File: config.mk
export PLATFORM = sky130hd
export DESIGN_NAME = sacl_split
export DESIGN_NICKNAME = d
export VERILOG_FILES = /design/src/hdl/sacl_pkg.sv /design/src/hdl/sacl_split.sv
export SDC_FILE = /design/constraint.sdc
export NUM_CORES = 1
export LEC_CHECK = 0
export BUFFER_PORTS_ARGS = -buffer_cell sky130_fd_sc_hd__buf_2
export CAP_MARGIN = 20
export CORE_MARGIN = 2
export CORE_UTILIZATION = 42
export DETAILED_ROUTE_END_ITERATION = 8
export PLACE_DENSITY = 0.67
export SLEW_MARGIN = 25
export SYNTH_ARGS = -nofsm -noshare
export SYNTH_HDL_FRONTEND = slang
export SYNTH_SLANG_ARGS = --single-unit
File: constraint.sdc
create_clock -name vclk -period 7.19
set_clock_uncertainty 0.1 [all_clocks]
set_input_delay 0.3595 -clock vclk [all_inputs]
set_output_delay 0.3595 -clock vclk [all_outputs]
set_load 0.01 [all_outputs]
File: src/hdl/sacl_pkg.sv
package sacl_pkg;

    localparam int ADDR_W = 32;
    localparam int SETS   = 128;
    localparam int WAYS   = 2;
    localparam int SET_W  = $clog2(SETS);

    localparam int TAG_W    = 32;
    localparam int IDX_W    = 7;
    localparam int OFFSET_W = 16;
    localparam int CNT_W    = 32;
    localparam int LFSR_W   = 16;
    localparam int CFG_W    = 6;

    localparam logic [LFSR_W-1:0] LFSR_SEED = 16'hACE1;

    localparam logic [4:0] OFFSET_WIDTH_RST = 5'd5;
    localparam logic [2:0] INDEX_WIDTH_RST  = 3'd7;
    localparam logic [5:0] TAG_WIDTH_RST    = 6'd20;
    localparam logic [1:0] WAYS_IN_USE_RST  = 2'd2;

    localparam logic [4:0] OFFSET_WIDTH_MAX = 5'd16;
    localparam logic [5:0] TAG_WIDTH_MAX    = 6'd32;

    typedef enum logic [1:0] {
        CFG_OFFSET_WIDTH = 2'd0,
        CFG_INDEX_WIDTH  = 2'd1,
        CFG_TAG_WIDTH    = 2'd2,
        CFG_WAYS_IN_USE  = 2'd3
    } cfg_index_t;

    typedef struct packed {
        logic [4:0] offset_width;
        logic [2:0] index_width;
        logic [5:0] tag_width;
        logic [1:0] ways_in_use;
    } cfg_t;

    typedef struct packed {
        logic [TAG_W-1:0]    tag;
        logic [IDX_W-1:0]    idx;
        logic [OFFSET_W-1:0] offset;
        logic [SET_W-1:0]    set;
    } fields_t;

endpackage

File: src/hdl/sacl_split.sv
module sacl_split
(
    input  logic [sacl_pkg::ADDR_W-1:0] address,
    input  sacl_pkg::cfg_t              cfg,
    output sacl_pkg::fields_t           fields
);

    logic [4:0]                   ow;
    logic [5:0]                   tw;
    logic [4:0]                   tag_shift;
    logic [sacl_pkg::ADDR_W-1:0]  idx_bits;
    logic [sacl_pkg::ADDR_W-1:0]  tag_bits;
    logic [sacl_pkg::OFFSET_W:0]  offset_mask;
    logic [sacl_pkg::IDX_W:0]     idx_mask;
    logic [sacl_pkg::TAG_W:0]     tag_mask;

    // clamp oversize widths
    assign ow = (cfg.offset_width > sacl_pkg::OFFSET_WIDTH_MAX) ?
                sacl_pkg::OFFSET_WIDTH_MAX : cfg.offset_width;
    assign tw = (cfg.tag_width > sacl_pkg::TAG_WIDTH_MAX) ?
                sacl_pkg::TAG_WIDTH_MAX : cfg.tag_width;

    assign tag_shift = ow + 5'(cfg.index_width);

    assign offset_mask = ((sacl_pkg::OFFSET_W+1)'(1) << ow) - (sacl_pkg::OFFSET_W+1)'(1);
    assign idx_mask    = ((sacl_pkg::IDX_W+1)'(1) << cfg.index_width) - (sacl_pkg::IDX_W+1)'(1);
    assign tag_mask    = ((sacl_pkg::TAG_W+1)'(1) << tw) - (sacl_pkg::TAG_W+1)'(1);

    assign idx_bits = address >> ow;
    assign tag_bits = address >> tag_shift;

    assign fields.offset = address[sacl_pkg::OFFSET_W-1:0] & offset_mask[sacl_pkg::OFFSET_W-1:0];
    assign fields.idx    = idx_bits[sacl_pkg::IDX_W-1:0] & idx_mask[sacl_pkg::IDX_W-1:0];
    assign fields.tag    = tag_bits[sacl_pkg::TAG_W-1:0] & tag_mask[sacl_pkg::TAG_W-1:0];
    // SETS is a power of two: set is the low bits of the index
    assign fields.set    = sacl_pkg::SET_W'(fields.idx);

endmodule

; ---- Word-level counts from Yosys, hierarchy flattened
; Index checks and enable logic that the tools add are counted.
[op_classes]
addsub = 4
multipliers = 0
div_mod_pow = 0
n_lt_le_gt_ge = 2
eq_ne = 0
n_shift = 5
muxes = 2
bitwise = 3
reduce_logical = 0
[ops]
columns = operator, n
row1 = $and A32 B32 Y32, 1
row2 = $shl A1 B6 Y32 const A, 1
row3 = $shr A32 B5 Y32, 1
row4 = $shr A32 B5 Y7, 1
row5 = $sub A32 B2 Y32 const B, 1
row6 = $and A16 B16 Y16, 1
row7 = $shl A1 B5 Y16 const A, 1
row8 = $sub A16 B2 Y16 const B, 1
row9 = $and A7 B7 Y7, 1
row10 = $shl A1 B3 Y7 const A, 1
row11 = $sub A7 B2 Y7 const B, 1
row12 = $gt A6 B6 Y1 const B, 1
row13 = $mux W6, 1
row14 = $add A5 B3 Y5, 1
row15 = $gt A5 B5 Y1 const B, 1
row16 = $mux W5, 1
[totals]
register_bits = 0
latch_bits = 0
ramBits = 0
mem_bits_ro = 0
output_inout_bits = 62
elab_cells = 16
memories = 0

; ---- Longest topological paths before layout
[depth]
depth_word = 5
mapped_depth = 14
depth_no_buf = 9

; ---- Worst setup path after synthesis
; Ideal clock, no wire load.
[synth_path]
path_type = input-to-output
from = input port cfg[15] (netlist name)
to = output port fields[37] (netlist name)
t_arrival_ns = 3.277
t_required_ns = 6.730
setup_slack_ns = 3.453
path_stages = 13
cell_sequence = nand2b_1 > buf_4 > inv_1 > buf_2 > ha_1 > fa_1 > buf_2 > buf_2 > clkbuf_1 > mux2i_1 > nand2_1 > a32o_1 > a311oi_1
[synth_rtl]
columns = item, line_no
row1 = "start, declared", sacl_split.sv:4  ; input sacl_pkg::cfg_t cfg,
row2 = "end, declared", sacl_split.sv:5  ; output sacl_pkg::fields_t fields

==> results.toml <==
[floorplan]
ioPinCount = 110
die_w_microns = 98.74
start_util_pct = 43.23
die-area_sq_mm = 0.009750
num_rows = 34
coreArea_sq_mm = 0.008721
die_y_microns = 98.74

[timing]
max_freq_ghz = 0.2130
hold_violations = 0
worstMarginPinSlew_ns = 0.9785
max_slew_margin_pct = 33.88
finalCriticalPeriod_ns = 4.694
tns_ns = 0
fin_hold_ws_ns = 0.9587
slew_viol_final = 0
rsz0062_at_grt = "false"
min_period_over_period_pct = 65.29
setup_viol = 0

[routing]
wl_per_cell_microns = 19.40
postRouteAntennaNets = 0
drc = 0
wirelength_microns = 13270
vias = 4524
drt_iter0_drc = 462
avgViaCountPerCell = 6.614
drt_pass1_iterations = 5

[synth]
yosysUniqueCellTypes = 60
syn_area_sq_mm = 0.003770
netlist_instances = 521
avgSynthCellArea_sq_um = 7.236
synth_top_cell_by_area = "mux4_2"
netlist.area_leader.share_pct = 20.31
yosysWarnings = 0
synth_area_leaders = "mux4_2 20%, mux2i_1 9.8%, nand2_1 7.7%"
synth_commonest_cells = "77 x nand2_1, 43 x a21oi_1, 37 x mux2i_1"
ys_seq_area_share_pct = 0
syn-num-nets = 576
yosysMostFrequentCell = "nand2_1"

[worst_setup_path]
required_ns = 6.73
max_stage_delay_ns = 1.07
arrival_ns = 4.23
endpoint_kind = "output pin"
cpMostUsedCell = "buf_2"
start_kind = "primary input"
cp_max_fo = 26
worst-path-buf-inv = 3
path_cells = "buf_2, nand2b_2, clkinv_1, fa_2, mux4_2, a21oi_1, mux2_2, o31ai_1, buf_2"
worstSetupPathType = "in -> out"
critPathTopFamily = "adder cells"
critical-path-slowest-cell = "fa_2"

[placement]
port_buffers = 108
placed_area_sq_mm = 0.004193
dpl.hpwl_microns = 9906
place_congestion = 0.9644
dp.cells = 684

[final_layout]
final_area_sq_mm = 0.004208
postLayoutCoreUtil_pct = 48.25
seq_cells = 0
n_fill_cell = 890
drive_above_1_share_pct = 29.17
num_antenna_cells = 0
seq_area_sq_um = 0
syn2layout_area_growth_pct = 11.62
final_cells = 684
fin_nets = 633
nClkBuffers = 0

[grt]
grt_pass1_vias = 4236
grtUsageTotal_pct = 26.42
antenna_found_initial = 0
grt_pass1_wl_microns = 21870
grt_max_degree = 36
overflow = 0

[outcome]
run_status = "finished clean"

[pwr]
netSwitchingFraction_pct = 57.70
internal-power_uw = 192.6
p_seq_share_pct = 0
clkPwrFrac_pct = 0
combPwrFrac_pct = 100.0
powerDensity_mw_per_mm2 = 108.2
max-vdd-ir-drop_mv = 0.04076
p_leak_nw = 1.830
power_switching_uw = 262.8

[clock_network]
post_cts_buffers = 0
cts_resized = 0
ctsHoldBuffers = 0

[run]
drv_cap = 0

[hold_path]
min_path_type = "in -> out"
[through the flow]
step	setup slack (ns)	power, mW
after floorplan	3.453	0.3225
after CTS	1.776	0.4476
after global placement	1.864	0.4410
after detailed placement	1.755	0.4455
after global routing	2.275	0.4957
final	2.496	0.4555
[power by group through the flow]
stage / sequential (mW) / clock, mW / combinational [mW]
2_1_floorplan: 0 / 0 / 0.323
3_5_place_dp: 0 / 0 / 0.445
3_3_place_gp: 0 / 0 / 0.441
6_report: 0 / 0 / 0.455
4_1_cts: 0 / 0 / 0.448
5_1_grt: 0 / 0 / 0.496
[metal layers]
layer | GRT usage, % | up-vias | routed length [microns]
li1 | - | 2093 | -
met1 | 38.28 | 2160 | 5679
met2 | 43.40 | 247 | 6250
met3 | 2.908 | 24 | 1138
met4 | 4.004 | 0 | 201
met5 | 0 | - | 0
[final cells by class]
class | instances | area, sq um | area share [%]
Multi-Input combinational cell | 452 | 3450 | 81.98
Tap cell | 108 | 135.1 | 3.211
Inverter | 10 | 37.54 | 0.8921
Timing Repair Buffer | 114 | 585.6 | 13.92
[layout by cell type, fill, tap and decap left out, types with 4 or more instances in the layout]
cell type	count
o211ai_1	12
nand2_1	77
ha_1	5
and3_1	6
a32oi_1	5
mux2_2	11
inv_1	8
o22ai_1	6
a31oi_1	6
o21a_1	7
a21oi_1	43
mux2i_1	37
xnor2_1	7
nand3b_1	6
nor3b_1	5
a21boi_0	5
buf_4	6
nor2b_1	7
a211oi_1	5
o21ai_0	25
o31ai_1	5
a221oi_1	4
a21o_1	6
a211o_1	4
mux4_2	34
and2_1	7
a311oi_1	4
buf_2	108
or3_1	6
nor3_1	19
nand2b_1	8
nor2_1	29
nand3_1	20
[worst min-delay path, cell delays in order]
cell and delay, ns:
buf_2 0.10, and2_1 0.11, buf_2 0.12
[path summary, 6_finish.rpt]
check / start / cells after the start / end
worst max-delay path: cfg[15] / 9 / fields[32]
worst min-delay path: address[0] / 3 / fields[7]
[cell families after synthesis]
family | share of synthesized area, %
mux | 33.42
xor+xnor | 2.523
compound gates | 26.52
buf+inv | 8.961
fa+ha+maj | 2.522
simple gates | 26.05
(Power assumes the default switching activity.)
